<file path="src/buvg_pkg.sv">
// Shared types, constants and codes for the battery undervoltage and stale-sample guard.
// Used by buvg_cfg_regs, buvg_core and battery_undervoltage_stale_guard.
`timescale 1ns / 1ps

package buvg_pkg;

  // Width of the internal time base; the tick input carries 32 bits.
  localparam int TimeW = 32;
  localparam int TickW = 32;
  localparam int SeqW = 32;
  localparam int VoltInW = 16;
  localparam int VoltW = 15;
  localparam int GraceW = 16;
  localparam int CfgIdxW = 2;
  localparam int CfgDataW = 16;

  typedef logic [TimeW-1:0] time_t;

  // Configuration register indexes.
  typedef enum logic [CfgIdxW-1:0] {
    CfgLowVoltage   = 2'd0,
    CfgStartupGrace = 2'd1,
    CfgMaxAge       = 2'd2,
    CfgLowGrace     = 2'd3
  } cfg_idx_e;

  // Reset values of the configuration registers.
  localparam logic [VoltW-1:0]  LowVoltageReset   = 15'd10400;
  localparam logic [GraceW-1:0] StartupGraceReset = 16'd3000;
  localparam logic [GraceW-1:0] MaxAgeReset       = 16'd5000;
  localparam logic [GraceW-1:0] LowGraceReset     = 16'd5000;

  // Request kinds.
  typedef enum logic {
    KindRestart = 1'b0,
    KindCheck   = 1'b1
  } kind_e;

  // Trip reasons.
  typedef enum logic [1:0] {
    ReasonNone  = 2'd0,
    ReasonUnder = 2'd1,
    ReasonStale = 2'd2
  } reason_e;

  typedef struct packed {
    logic [VoltW-1:0]  low_voltage_mv;
    logic [GraceW-1:0] startup_grace_ticks;
    logic [GraceW-1:0] max_sample_age_ticks;
    logic [GraceW-1:0] low_voltage_grace_ticks;
  } cfg_t;

  typedef struct packed {
    kind_e               kind;
    logic [TickW-1:0]    now_tick;
    logic                snapshot_valid;
    logic [SeqW-1:0]     sample_sequence;
    logic [VoltInW-1:0]  voltage_mv;
    logic                filter_ready;
  } item_t;

  typedef struct packed {
    logic             tripped;
    reason_e          trip_reason;
    logic [VoltW-1:0] trip_voltage_mv;
    logic             alarm_event;
  } result_t;

endpackage

</file>
<file path="src/buvg_cfg_regs.sv">
// Configuration registers of the battery guard, written through a valid/ready port.
// Depends on buvg_pkg for the register indexes, reset values and cfg_t.
`timescale 1ns / 1ps

module buvg_cfg_regs (
  input  logic                          clk_i,
  input  logic                          rst_ni,
  input  logic                          cfg_valid_i,
  input  logic [buvg_pkg::CfgIdxW-1:0]  cfg_index_i,
  input  logic [buvg_pkg::CfgDataW-1:0] cfg_data_i,
  output logic                          cfg_ready_o,
  output buvg_pkg::cfg_t                cfg_o
);

  buvg_pkg::cfg_t cfg_q;

  // Writes are taken in any cycle.
  assign cfg_ready_o = 1'b1;

  // Register file update.
  always_ff @(posedge clk_i or negedge rst_ni) begin
    if (!rst_ni) begin
      cfg_q.low_voltage_mv          <= buvg_pkg::LowVoltageReset;
      cfg_q.startup_grace_ticks     <= buvg_pkg::StartupGraceReset;
      cfg_q.max_sample_age_ticks    <= buvg_pkg::MaxAgeReset;
      cfg_q.low_voltage_grace_ticks <= buvg_pkg::LowGraceReset;
    end else if (cfg_valid_i && cfg_ready_o) begin
      case (buvg_pkg::cfg_idx_e'(cfg_index_i))
        buvg_pkg::CfgLowVoltage: begin
          cfg_q.low_voltage_mv <= cfg_data_i[buvg_pkg::VoltW-1:0];
        end
        buvg_pkg::CfgStartupGrace: begin
          cfg_q.startup_grace_ticks <= cfg_data_i[buvg_pkg::GraceW-1:0];
        end
        buvg_pkg::CfgMaxAge: begin
          cfg_q.max_sample_age_ticks <= cfg_data_i[buvg_pkg::GraceW-1:0];
        end
        buvg_pkg::CfgLowGrace: begin
          cfg_q.low_voltage_grace_ticks <= cfg_data_i[buvg_pkg::GraceW-1:0];
        end
        default: begin
        end
      endcase
    end
  end

  assign cfg_o = cfg_q;

endmodule

</file>
<file path="src/buvg_core.sv">
// Decision logic and alarm state of the battery guard: one request per cycle while fire_i is high.
// Depends on buvg_pkg for item_t, cfg_t, result_t and the code enums.
`timescale 1ns / 1ps

module buvg_core (
  input  logic              clk_i,
  input  logic              rst_ni,
  input  logic              fire_i,
  input  buvg_pkg::item_t   item_i,
  input  buvg_pkg::cfg_t    cfg_i,
  output buvg_pkg::result_t result_o
);

  logic                       latched_q, latched_d;
  buvg_pkg::reason_e          reason_q, reason_d;
  logic [buvg_pkg::VoltW-1:0] volt_q, volt_d;
  logic [buvg_pkg::SeqW-1:0]  last_seq_q, last_seq_d;
  buvg_pkg::time_t            last_fresh_q, last_fresh_d;
  buvg_pkg::time_t            start_q, start_d;
  buvg_pkg::time_t            first_fresh_q, first_fresh_d;
  logic                       seen_q, seen_d;

  buvg_pkg::time_t            now;
  buvg_pkg::time_t            first_ref;
  buvg_pkg::time_t            since_first, since_start, since_fresh;
  logic [buvg_pkg::VoltW-1:0] volt_clamped;
  logic                       fresh, under_trip, stale_trip, event_d;

  // Time base and clamped voltage.
  assign now          = buvg_pkg::TimeW'(item_i.now_tick);
  assign volt_clamped = item_i.voltage_mv[buvg_pkg::VoltInW-1] ? '0
                      : item_i.voltage_mv[buvg_pkg::VoltW-1:0];

  // A new sequence number, or the first sample since restart, is fresh.
  assign fresh = item_i.snapshot_valid && (!seen_q || (item_i.sample_sequence != last_seq_q));

  // Elapsed times wrap with the time base. The first sample counts from now.
  assign first_ref   = seen_q ? first_fresh_q : now;
  assign since_first = now - first_ref;
  assign since_start = now - start_q;
  assign since_fresh = now - last_fresh_q;

  assign under_trip = item_i.filter_ready
                   && (since_first >= buvg_pkg::TimeW'(cfg_i.low_voltage_grace_ticks))
                   && (volt_clamped < cfg_i.low_voltage_mv);
  assign stale_trip = seen_q ? (since_fresh >= buvg_pkg::TimeW'(cfg_i.max_sample_age_ticks))
                             : (since_start >= buvg_pkg::TimeW'(cfg_i.startup_grace_ticks));

  // Next state of the guard for the current request.
  always_comb begin
    latched_d     = latched_q;
    reason_d      = reason_q;
    volt_d        = volt_q;
    last_seq_d    = last_seq_q;
    last_fresh_d  = last_fresh_q;
    start_d       = start_q;
    first_fresh_d = first_fresh_q;
    seen_d        = seen_q;
    event_d       = 1'b0;
    if (item_i.kind == buvg_pkg::KindRestart) begin
      latched_d     = 1'b0;
      reason_d      = buvg_pkg::ReasonNone;
      volt_d        = '0;
      last_seq_d    = '0;
      last_fresh_d  = now;
      start_d       = now;
      first_fresh_d = '0;
      seen_d        = 1'b0;
    end else if (!latched_q) begin
      if (fresh) begin
        last_seq_d   = item_i.sample_sequence;
        last_fresh_d = now;
        if (!seen_q) begin
          first_fresh_d = now;
          seen_d        = 1'b1;
        end
        if (under_trip) begin
          latched_d = 1'b1;
          reason_d  = buvg_pkg::ReasonUnder;
          volt_d    = volt_clamped;
          event_d   = 1'b1;
        end
      end else if (stale_trip) begin
        latched_d = 1'b1;
        reason_d  = buvg_pkg::ReasonStale;
        volt_d    = '0;
        event_d   = 1'b1;
      end
    end
  end

  // State registers advance only when a request passes this stage.
  always_ff @(posedge clk_i or negedge rst_ni) begin
    if (!rst_ni) begin
      latched_q     <= 1'b0;
      reason_q      <= buvg_pkg::ReasonNone;
      volt_q        <= '0;
      last_seq_q    <= '0;
      last_fresh_q  <= '0;
      start_q       <= '0;
      first_fresh_q <= '0;
      seen_q        <= 1'b0;
    end else if (fire_i) begin
      latched_q     <= latched_d;
      reason_q      <= reason_d;
      volt_q        <= volt_d;
      last_seq_q    <= last_seq_d;
      last_fresh_q  <= last_fresh_d;
      start_q       <= start_d;
      first_fresh_q <= first_fresh_d;
      seen_q        <= seen_d;
    end
  end

  // The result reports the latch as it stands after this request.
  always_comb begin
    result_o.tripped         = latched_d;
    result_o.trip_reason     = reason_d;
    result_o.trip_voltage_mv = volt_d;
    result_o.alarm_event     = event_d;
  end

endmodule

</file>
<file path="src/battery_undervoltage_stale_guard.sv">
// Top level of the battery guard: input register, decision stage, result register.
// Depends on buvg_pkg, buvg_cfg_regs and buvg_core.
//
//   Channel   Direction  Handshake                Payload
//   in        request    in_valid_i / in_stall_o  kind, now_tick, snapshot, sequence, voltage
//   out       result     out_valid_o / out_stall_i tripped, reason, trip voltage, event
//   cfg       write      cfg_valid_i / cfg_ready_o cfg_index_i, cfg_data_i
//
// Every request gives one result through the input and result registers; one request per cycle
// is sustained unless the output stalls, via the single decision stage between them.
// Reset clears the alarm state and loads the configuration defaults.
// in_stall_o rises only when the input register holds a request and the result
// register holds a result that the output side stalls.
`timescale 1ns / 1ps

module battery_undervoltage_stale_guard (
  input  logic                          clk_i,
  input  logic                          rst_ni,
  // Request channel
  input  logic                          in_valid_i,
  output logic                          in_stall_o,
  input  logic                          kind_i,
  input  logic [buvg_pkg::TickW-1:0]    now_tick_i,
  input  logic                          snapshot_valid_i,
  input  logic [buvg_pkg::SeqW-1:0]     sample_sequence_i,
  input  logic signed [buvg_pkg::VoltInW-1:0] voltage_mv_i,
  input  logic                          filter_ready_i,
  // Result channel
  output logic                          out_valid_o,
  input  logic                          out_stall_i,
  output logic                          tripped_o,
  output logic [1:0]                    trip_reason_o,
  output logic [buvg_pkg::VoltW-1:0]    trip_voltage_mv_o,
  output logic                          alarm_event_o,
  // Configuration channel
  input  logic                          cfg_valid_i,
  output logic                          cfg_ready_o,
  input  logic [buvg_pkg::CfgIdxW-1:0]  cfg_index_i,
  input  logic [buvg_pkg::CfgDataW-1:0] cfg_data_i
);

  buvg_pkg::cfg_t    cfg;
  buvg_pkg::item_t   item_q;
  buvg_pkg::result_t result_d, result_q;
  logic              item_valid_q;
  logic              out_valid_q;
  logic              advance;
  logic              fire;

  // Configuration registers.
  buvg_cfg_regs u_cfg (
    .clk_i       (clk_i),
    .rst_ni      (rst_ni),
    .cfg_valid_i (cfg_valid_i),
    .cfg_index_i (cfg_index_i),
    .cfg_data_i  (cfg_data_i),
    .cfg_ready_o (cfg_ready_o),
    .cfg_o       (cfg)
  );

  // The result register can load when it is empty or being drained.
  assign advance    = !out_valid_q || !out_stall_i;
  assign fire       = item_valid_q && advance;
  assign in_stall_o = item_valid_q && !advance;

  // Input register.
  always_ff @(posedge clk_i or negedge rst_ni) begin
    if (!rst_ni) begin
      item_valid_q <= 1'b0;
    end else if (!in_stall_o) begin
      item_valid_q <= in_valid_i;
    end
  end

  always_ff @(posedge clk_i) begin
    if (in_valid_i && !in_stall_o) begin
      item_q.kind            <= buvg_pkg::kind_e'(kind_i);
      item_q.now_tick        <= now_tick_i;
      item_q.snapshot_valid  <= snapshot_valid_i;
      item_q.sample_sequence <= sample_sequence_i;
      item_q.voltage_mv      <= voltage_mv_i;
      item_q.filter_ready    <= filter_ready_i;
    end
  end

  // Decision stage with the alarm state.
  buvg_core u_core (
    .clk_i    (clk_i),
    .rst_ni   (rst_ni),
    .fire_i   (fire),
    .item_i   (item_q),
    .cfg_i    (cfg),
    .result_o (result_d)
  );

  // Result register.
  always_ff @(posedge clk_i or negedge rst_ni) begin
    if (!rst_ni) begin
      out_valid_q <= 1'b0;
    end else if (advance) begin
      out_valid_q <= item_valid_q;
    end
  end

  always_ff @(posedge clk_i) begin
    if (fire) begin
      result_q <= result_d;
    end
  end

  assign out_valid_o       = out_valid_q;
  assign tripped_o         = result_q.tripped;
  assign trip_reason_o     = result_q.trip_reason;
  assign trip_voltage_mv_o = result_q.trip_voltage_mv;
  assign alarm_event_o     = result_q.alarm_event;

  // An alarm event always comes with the latch set.
  assert property (@(posedge clk_i) disable iff (!rst_ni)
    (out_valid_o && alarm_event_o) |-> tripped_o)
    else $error("alarm event without latched trip");

  // An idle latch reports no reason and no voltage.
  assert property (@(posedge clk_i) disable iff (!rst_ni)
    (out_valid_o && !tripped_o) |->
      (trip_reason_o == buvg_pkg::ReasonNone && trip_voltage_mv_o == '0))
    else $error("reason or voltage reported without trip");

  // A stale trip latches no voltage, and a trip always has a reason.
  assert property (@(posedge clk_i) disable iff (!rst_ni)
    (out_valid_o && tripped_o) |->
      ((trip_reason_o == buvg_pkg::ReasonUnder) ||
       (trip_reason_o == buvg_pkg::ReasonStale && trip_voltage_mv_o == '0)))
    else $error("inconsistent latched trip");

  // A request waiting behind a stalled result is held back.
  assert property (@(posedge clk_i) disable iff (!rst_ni)
    (item_valid_q && out_valid_q && out_stall_i) |=> (item_valid_q && $stable(item_q)))
    else $error("pending request lost under output stall");

endmodule

</file>
<file path="config.mk">
export PLATFORM = sky130hd
export DESIGN_NAME = battery_undervoltage_stale_guard
export DESIGN_NICKNAME = d
export VERILOG_FILES = /design/src/buvg_pkg.sv /design/src/buvg_cfg_regs.sv /design/src/buvg_core.sv /design/src/battery_undervoltage_stale_guard.sv
export SDC_FILE = /design/constraint.sdc
export NUM_CORES = 1
export LEC_CHECK = 0
export BUFFER_PORTS_ARGS = -buffer_cell sky130_fd_sc_hd__clkbuf_2
export CAP_MARGIN = 40
export CORE_ASPECT_RATIO = 0.7
export CORE_UTILIZATION = 44
export CTS_CLUSTER_DIAMETER = 150
export CTS_CLUSTER_SIZE = 24
export DETAILED_ROUTE_END_ITERATION = 12
export PLACE_DENSITY_LB_ADDON = 0.12
export SLEW_MARGIN = 20
export SYNTH_ARGS = -nofsm -noshare
export SYNTH_HDL_FRONTEND = slang
export SYNTH_SLANG_ARGS = --single-unit
</file>
<file path="constraint.sdc">
create_clock -name clk_i -period 8.5 [get_ports clk_i]
set_clock_uncertainty 0.2 [all_clocks]
set_input_delay 2.125 -clock clk_i [delete_from_list [all_inputs] [get_ports clk_i]]
set_output_delay 2.125 -clock clk_i [all_outputs]
set_load 0.005 [all_outputs]
</file>
==> Yosys cells after proc, flatten, opt, wreduce, memory -nomap -nowiden <==
Index checks and enable logic that the tools add are counted.
{ "word_totals": {"output_inout_bits": 22, "mem_bits_rw": 0, "latch_bits": 0, "n_memories": 0, "reg_bits": 314, "romBits": 0, "word_cells": 89, "in_bits": 106} }
{ "op_classes": {"bitwise": 1, "n_eq_ne": 6, "magnitude_cmp": 4, "reduce_logical": 21, "n_addsub": 3, "div": 0, "mux": 30, "n_mul": 0, "shift": 0} }
{ "ops": {"columns": ["op", "count"], "rows": [
  ["$mux 32", 10],
  ["$ge 32x16->1", 3],
  ["$sub 32x32->32", 3],
  ["$mux 15", 6],
  ["$ne 32x32->1", 1],
  ["$lt 15x15->1", 1],
  ["$mux 2", 5],
  ["$reduce_and 2->1", 5],
  ["$mux 1", 9],
  ["$logic_and 1x1->1", 6],
  ["$logic_not 1->1", 5],
  ["$eq 2x2->1 const B", 2],
  ["$reduce_and 3->1", 1],
  ["$eq 2x1->1 const B", 1],
  ["$logic_not 2->1", 1],
  ["$logic_or 1x1->1", 2],
  ["$ne 2x1->1 const B", 1],
  ["$ne 2x2->1 const B", 1],
  ["$reduce_or 2->1", 1],
  ["$not 1->1", 1]
]} }

==> Longest topological paths before layout <==
Gate-level depths: netlist of the first run.
{ "depth": {"ltp_word": 9, "depth_mapped": 28, "ltp_nobuf": 26} }

==> Modules after synthesis <==
From an unflattened synthesis of the first run, not the netlist that was laid out.
{ "unflattened": {"cells_unflattened": 1915, "area_unflattened_um2": 19279.7} }
{ "by_module_without_submodules": {"columns": ["module", "seq_area_each_um2", "area_each_um2", "cells_each", "n_inst"], "rows": [
  ["buvg_core", 3678.5, 13714.4, 1669, 1],
  ["battery_undervoltage_stale_guard", 3113.0, 3155.5, 110, 1],
  ["buvg_cfg_regs", 1602.8, 2409.8, 136, 1]
]} }

==> Worst setup path before layout of the first run <==
Ideal clock, no wire load.
{ "synth_path": {"kind": "register to register", "from": "register u_core.seen_q", "to": "register result_q, in the netlist trip_voltage_mv_o[10], data pin", "arrival_time_ns": 5.572, "path_stages_with_launch": 24, "n_path_buf": 3, "required_ns": 8.171, "slack_ns": 2.599, "setup_time_ns": 0.129, "period_less_slack_ns": 5.901, "path_cell_list": "dfrtp_1 > clkbuf_1 > clkbuf_1 > mux2i_1 > ha_1 > a21oi_1 > nand2_1 > o21ai_0 > o21ai_0 > a31oi_1 > o21ai_0 > xor2_1 > ha_1 > o2111ai_1 > a21oi_1 > a211oi_1 > o31ai_1 > a311oi_1 > o2111ai_1 > nor4_4 > nor2_1 > o31ai_4 > buf_6 > a22o_2"} }
{ "synth_rtl": {"columns": ["item", "line_no", "rtl"], "rows": [
  ["from (decl)", "buvg_core.sv:21", "logic seen_q, seen_d;"],
  ["from (signal assigned)", "buvg_core.sv:111", "seen_q <= seen_d;"],
  ["to (signal assigned)", "battery_undervoltage_stale_guard.sv:107", "result_q <= result_d;"],
  ["to (decl)", "battery_undervoltage_stale_guard.sv:44", "buvg_pkg::result_t result_d, result_q;"]
]} }

==> results of run 1 <==
[how the worst min path moves through the flow]
stage          slack [ns]                        to  cells after the start
5_1_grt              0.32   u_core.first_fresh_q[8]                      2
4_1_cts              0.29   u_core.first_fresh_q[8]                      2
3_5_place_dp         0.27  u_core.first_fresh_q[20]                      2
3_3_place_gp         0.26  u_core.first_fresh_q[19]                      2
2_1_floorplan        0.25  u_core.first_fresh_q[10]                      2
6_report             0.29   u_core.first_fresh_q[7]                      2
[tightest hold or removal path, cell delays in order, from the launching register on]
cell	delay [ns]
dfrtp_1	0.36
nand2_1	0.04
o21ai_0	0.06
[layout make-up]
cell class | instances | area, µm²
fillers | 4118 | 22400
multi-input cells | 1421 | 10200
flip-flops and latches | 314 | 8400
repair buffers | 145 | 823
well taps | 594 | 743
inverters | 151 | 567
clock buffers | 28 | 467
clock inverters | 1 | 30.0
[routing by layer]
metal | global-route usage | up-vias
met5 | 0 | -
met4 | 0.0381 | 0
met3 | 0.0355 | 43
met2 | 0.337 | 372
met1 | 0.384 | 7450
li1 | - | 7286
[sequential cells by signal (all words and copies together), names as in the netlist, 2 cells and up]
name and cells:
u_core.reason_q 2, u_core.last_fresh_q 32, u_core.first_fresh_q 32, u_core.volt_q 15
u_cfg.cfg_o 63, trip_reason_o 2, u_core.last_seq_q 32, u_core.start_q 32
item_q 83, trip_voltage_mv_o 15
[synthesized netlist by cell type, types with 4 or more instances]
| library cell | number | area, µm² |
|---|---|---|
| nand2_1 | 209 | 785 |
| dfrtp_1 | 191 | 4780 |
| o21ai_0 | 167 | 836 |
| ha_1 | 157 | 1960 |
| inv_1 | 151 | 567 |
| a21oi_1 | 139 | 696 |
| edfxtp_1 | 102 | 3060 |
| mux2_2 | 83 | 935 |
| nor2_1 | 70 | 263 |
| clkbuf_1 | 67 | 251 |
| xnor2_1 | 52 | 455 |
| xor2_1 | 48 | 420 |
| a22o_1 | 38 | 333 |
| mux2i_1 | 38 | 380 |
| nand3_1 | 36 | 180 |
| nand4_1 | 34 | 213 |
| a21o_1 | 32 | 240 |
| o21a_1 | 28 | 210 |
| o211ai_1 | 27 | 203 |
| nor2b_1 | 23 | 144 |
| dfstp_2 | 21 | 552 |
| nor3_1 | 21 | 105 |
| nand2b_1 | 16 | 100 |
| a211oi_1 | 15 | 113 |
| o31ai_1 | 13 | 97.6 |
| a31oi_1 | 12 | 75.1 |
| a22o_2 | 10 | 100 |
| or3_1 | 10 | 62.6 |
| and2_1 | 9 | 56.3 |
| a41oi_1 | 8 | 70.1 |
| o21bai_1 | 8 | 60.1 |
| a211o_1 | 7 | 61.3 |
| nor4_1 | 7 | 43.8 |
| o2111ai_1 | 7 | 61.3 |
| and3_1 | 6 | 37.5 |
| a221oi_1 | 5 | 43.8 |
| or4_1 | 5 | 37.5 |
| a2111oi_0 | 4 | 35.0 |
| a21boi_0 | 4 | 30.0 |
| a311oi_1 | 4 | 35.0 |
| and4_1 | 4 | 35.0 |
| buf_2 | 4 | 20.0 |
| nor3b_1 | 4 | 30.0 |
| o221ai_1 | 4 | 35.0 |
[kinds of logic (layout without fill, tap and decap cells)]
kind of cell	Yosys count	in the layout	synth area share
xor gates and xnor gates	100	100	0.0450
other	1	1	0.000193
adders and majority gates	160	160	0.104
AOI/OAI and AO/OA	567	567	0.190
DFF	314	314	0.431
and+or+nand+nor	472	472	0.116
buffers and inverters	229	325	0.0458
muxes	121	121	0.0675
[stage by stage]
| stage | utilization | setup WS, ns | total power, µW | std cells |
|---|---|---|---|---|
| after floorplan | - | 2.60 | 3420 | 1964 |
| after global placement | 0.473 | 2.08 | 3960 | 2619 |
| after detailed placement | 0.474 | 1.84 | 3990 | 2622 |
| after CTS | 0.486 | 1.83 | 4920 | 2651 |
| after global routing | 0.487 | 1.34 | 5250 | 2654 |
| final | 0.487 | 1.90 | 4900 | 2654 |
[power by group through the flow]
stage          Combinational [µW]  Sequential (µW)  Clock [µW]
2_1_floorplan                1520             1890           0
3_3_place_gp                 2020             1940           0
3_5_place_dp                 2040             1950           0
4_1_cts                      2050             1920         951
5_1_grt                      2320             1940         988
6_report                     2070             1920         914
==> qor.csv, run 1 <==
stage;metric;value;unit
run_status;outcome;completed;
route;WL met2;21.7;mm
route;Via Count;15200;
synthesis;Mapped Avg Cell Area;9.91;µm²
placement;PortBufs;126;
power;Static Leak;0.00923;µW
route;DR pass1 iterations;5;
clock_network;CTS root buf;clkbuf_16;
setup_path;critical path's slowest cell;dfrtp_2;
synthesis;main flop type after synthesis;dfrtp_1;
placement;hpwl dp;41.5;mm
power;power density over the cells;231;nW/µm²
route;wire length on met1;28.0;mm
setup_path;RR Startpoint;u_core.seen_q;
floorplan;Initial Utilization;0.446;
setup_path;CP delay by family, top;compound AO/OA/AOI/OAI gates;
clock_network;Hold Buf Count CTS;0;
global_route;largest net degree at the start of global routing;118;
setup_path;CP startpoint kind;flip-flop;
route;first-iteration detailed-routing DRC count;1188;
clock_network;Clock Tree Buf Depth;3;
clock_network;clk sinks;314;
clock_network;CTS tree;yes;
setup_path;buffers plus inverters on the worst setup path;2;
global_route;vias in the first global route;14300;
synthesis;fraction of registers with async set/reset;0.675;
setup_path;Slowest Stage Delay on Critical Path;0.72;ns
route;highest metal used;met4;
global_route;Congestion Overflow GR;0;
cells_and_area;cell area after layout;21200;µm²
synthesis;Cells after Synth;1964;
sta;Slew Limit Headroom;0.326;
power;Internal;3010;µW
sta;period utilisation layout;0.776;
synthesis;Yosys reg bits;314;
setup_path;most used cell along the critical path;o21ai_0;
sta;Hold Vio Cnt, Final;0;
floorplan;core area;43600;µm²
global_route;Total GRT Usage;0.239;
power;Sw Pwr;1890;µW
clock_network;postcts setup bufs;0;
synthesis;Post-synth EDFFs;102;
setup_path;cells along the critical path;buf_4, mux2i_1, ha_1, nand2_1, a21oi_1, o21ai_0, o21ai_0, a31oi_1, o21ai_0, xor2_1, ha_1, o2111ai_1, a21oi_1, a211oi_1, o31ai_1, a311oi_1, o2111ai_1, nor4_4, buf_4, nor2_1, o31ai_4, a22o_2;
setup_path;crit path from;u_core.seen_q;
setup_path;CP endpoint;trip_voltage_mv_o[11];
setup_path;CP max FO;23;
clock_network;CTS clk-pin slew, worst paths;0.10;ns
setup_path;Worst setup EP type;flip-flop;
floorplan;Ports;128;
clock_network;Num CTS Buffers;17;
global_route;initial antenna violation count;2;
power;Comb pwr share;0.422;
synthesis;synthesized net count;2230;
floorplan;die span in y;178;µm
route;# DRC;0;
sta;Setup Viol. Count Final;0;
setup_path;worst r2r path cells;22;
synthesis;Unique masters post-synth;86;
synthesis;Synth warnings;0;
sta;worst hold slack;0.292;ns
sta;Final Max Slew Viols;0;
placement;gpl congestion;0.938;
cells_and_area;most frequent cells in the layout;nand2_1, dfrtp_1, o21ai_0;
setup_path;CP Depth;22;
cells_and_area;most common library cell in the layout ignoring fill and taps;nand2_1;
floorplan;Cell Rows;64;
sta;Worst Tran Pin Value;1.01;ns
route;Post-Route WL;53.7;mm
cells_and_area;Area Overhead vs Synth;9.08;%
floorplan;DIE WIDTH;253;µm
cells_and_area;fin nets;2316;
clock_network;post-cts resize count;0;
power;Clk pwr share;0.187;
synthesis;Seq/Total Area, Yosys;0.431;
power;Reg power frac;0.392;
power;switching power share of the total;0.385;
global_route;global-route wire length before repair;83.2;mm
setup_path;Worst EP arrival;6.80;ns
cells_and_area;layout cells sized above 1;0.148;
route;Avg WL per Cell;20.2;µm
route;Vias/cell;5.71;
min_path;hold wc startpoint;u_core.first_fresh_q[7];
clock_network;Clock Latency Late Sink;0.54;ns
clock_network;Max H-tree Level;1;
route;routed length on met3;3.21;mm
sta;setup TNS;0;ns
min_path;HP Class;flip-flop to flip-flop;
sta;Max Freq;152;MHz
setup_path;Critical Path RT;8.70;ns
power;Worst IR Drop VDD;0.000146;V
sta;minimum clock period;6.60;ns
route;Routed Antenna Nets;0;
cells_and_area;diode count;0;
placement;placement-stage cell area;20700;µm²
setup_path;Reg2Reg Setup Slack;1.90;ns
setup_path;CP Class;flip-flop to flip-flop;
floorplan;die area;45100;µm²
flow_run;Max Cap Viol;0;
synthesis;Syn Std Cell Area;19500;µm²
setup_path;Critical R2R Capture;trip_voltage_mv_o[11];
sta;RSZ-0062 raised after global routing;no;
No activity file was read; power rests on OpenSTA's default activity.
==> run 2, diff against run 1 <==
clock period = 6.6 ns   (was 8.5 ns; I/O delays follow)
==> qor.csv, run 2 (synthesis gave the netlist of run 1 again) <==
stage;metric;value;unit;change
run_status;outcome;completed;;unchanged
cells_and_area;most frequent cells in the layout;nand2_1, dfrtp_1, o21ai_0;;unchanged
route;Routed Antenna Nets;0;;unchanged
power;total power;6370;µW;was 4900 µW
global_route;M2 GR Usage;0.333;;was 0.337
sta;Final Max Slew Viols;0;;unchanged
floorplan;Initial Utilization;0.446;;unchanged
route;DR pass1 iterations;6;;was 5
global_route;vias in the first global route;14300;;about the same
setup_path;Critical Path RT;6.69;ns;was 8.70 ns
global_route;routing usage on met1;0.391;;was 0.384
clock_network;CTS tree;yes;;unchanged
route;Vias/cell;5.69;;was 5.71
power;Worst IR Drop VDD;0.000201;V;was 0.000146 V
clock_network;Clock Tree Buf Depth;3;;unchanged
sta;Hold Vio Cnt, Final;0;;unchanged
global_route;met3 GRT Util;0.0286;;was 0.0355
clock_network;CTS clk-pin slew, worst paths;0.10;ns;about the same
setup_path;CP startpoint kind;flip-flop;;unchanged
setup_path;Reg2Reg Setup Slack;0.40;ns;was 1.90 ns
route;first-iteration detailed-routing DRC count;1377;;was 1188
global_route;initial antenna violation count;0;;was 2
cells_and_area;most common library cell in the layout ignoring fill and taps;nand2_1;;unchanged
setup_path;Worst setup EP type;flip-flop;;unchanged
setup_path;Worst EP arrival;6.29;ns;was 6.80 ns
clock_network;Hold Buf Count CTS;0;;unchanged
sta;RSZ-0062 raised after global routing;no;;unchanged
sta;Max Freq;161;MHz;was 152 MHz
placement;PortBufs;126;;unchanged
global_route;global-route wire length before repair;83.4;mm;was 83.2 mm
power;power density over the cells;299;nW/µm²;was 231 nW/µm²
placement;hpwl dp;41.3;mm;was 41.5 mm
placement;gpl congestion;0.903;;was 0.938
floorplan;core area;43600;µm²;unchanged
cells_and_area;layout cells sized above 1;0.153;;was 0.148
setup_path;CP Class;flip-flop to flip-flop;;unchanged
clock_network;Max H-tree Level;1;;unchanged
cells_and_area;Top reg by flops;item_q;;unchanged
floorplan;Ports;128;;unchanged
floorplan;die area;45100;µm²;unchanged
power;Static Leak;0.00928;µW;was 0.00923 µW
cells_and_area;Area Overhead vs Synth;9.52;%;was 9.08%
sta;Slew Limit Headroom;0.352;;was 0.326
cells_and_area;fin nets;2326;;was 2316
setup_path;CP max FO;21;;was 23
floorplan;Cell Rows;64;;unchanged
clock_network;Num CTS Buffers;17;;unchanged
clock_network;post-cts resize count;0;;unchanged
sta;Worst Tran Pin Value;0.972;ns;was 1.01 ns
clock_network;CTS root buf;clkbuf_16;;unchanged
route;Via Count;15200;;about the same
clock_network;Clock Latency Late Sink;0.55;ns;was 0.54 ns
sta;setup TNS;0;ns;unchanged
route;Post-Route WL;53.9;mm;was 53.7 mm
route;Avg WL per Cell;20.2;µm;about the same
global_route;Congestion Overflow GR;0;;unchanged
sta;minimum clock period;6.20;ns;was 6.60 ns
route;# DRC;0;;unchanged
floorplan;die span in y;178;µm;unchanged
cells_and_area;max reg flops;83;;unchanged
global_route;largest net degree at the start of global routing;114;;was 118
flow_run;Max Cap Viol;0;;unchanged
sta;Setup Viol. Count Final;0;;unchanged
clock_network;clk sinks;314;;unchanged
global_route;Total GRT Usage;0.239;;about the same
floorplan;DIE WIDTH;253;µm;unchanged
cells_and_area;post-layout util;0.489;;was 0.487
sta;period utilisation layout;0.939;;was 0.776
min_path;HP Class;flip-flop to flip-flop;;unchanged
global_route;GRT busiest layer;met1;;unchanged
-- run 2: changes by cell type in the layout (fill, tap and decap cells not counted) --
cell      delta
diode_2      +1
buf_4        +7
buf_16       -1
buf_12       +2
inv_6        +1
clkbuf_2     +1
buf_2        +1
-- run 2: path summary, 6_finish.rpt --
| path | cells past startpoint | end | startpoint |
|---|---|---|---|
| max in group asynchronous | 2 | u_core.seen_q | rst_ni |
| hold reg to reg | 2 | u_core.first_fresh_q[27] | u_core.first_fresh_q[27] |
| min in group asynchronous | 1 | u_core.volt_q[12] | rst_ni |
| setup reg to reg | 22 | trip_reason_o[0] | u_core.seen_q |
| hold / removal | 2 | u_core.first_fresh_q[27] | u_core.first_fresh_q[27] |
| setup / recovery | 22 | trip_reason_o[0] | u_core.seen_q |
-- run 2: power by group --
group / total, µW / internal (µW) / switching (µW)
Clock: 1180 / 503 / 681
Combinational: 2720 / 1090 / 1630
Sequential: 2460 / 2300 / 167
Total: 6370 / 3890 / 2480
-- run 2: per-stage QoR --
stage               hold slack, ns  instance area (µm²)  setup WS [ns]  cells
detailed placement           0.270                20800          0.238   2631
floorplan                    0.250                19500          0.699   1964
finish                       0.290                21300          0.402   2666
global placement             0.262                20700          0.479   2626
CTS                          0.293                21300          0.199   2661
global route                 0.317                21300         0.0567   2665
-- run 2: final cells by class --
| cell class | instances | area (µm²) |
|---|---|---|
| Clock buffer | 28 | 467 |
| Inverter | 151 | 567 |
| Antenna cell | 1 | 2.50 |
| Sequential cell | 314 | 8400 |
| Clock inverter | 2 | 38.8 |
| Multi-Input combinational cell | 1421 | 10200 |
| Fill cell | 4045 | 22300 |
| Timing Repair Buffer | 155 | 898 |
| Tap cell | 594 | 743 |
-- run 2: metal layers --
layer	vias up	wire [µm]
met4	0	970
met5	-	0
li1	7323	-
met1	7441	28600
met3	46	2550
met2	359	21800
-- run 2: what timing repair did --
action | in CTS | in global routing
hold endpoints to repair | 0 | 0
buffers inserted | 0 | 2
endpoints found under the setup margin | 0 | 16
-- run 2: critical path, stage by stage, from the launching register on --
cell	delay, ns
dfrtp_2	0.62
buf_4	0.44
mux2i_1	0.30
ha_1	0.32
a21oi_1	0.21
o21a_1	0.17
o21ai_0	0.18
a31oi_1	0.30
o21ai_0	0.16
xor2_1	0.18
ha_1	0.31
o2111ai_1	0.26
a21oi_1	0.07
a211oi_1	0.23
o31ai_1	0.13
a311oi_1	0.31
o2111ai_1	0.23
nor4_4	0.32
buf_4	0.20
buf_4	0.26
nor3_4	0.05
buf_4	0.20
o2bb2a_1	0.29
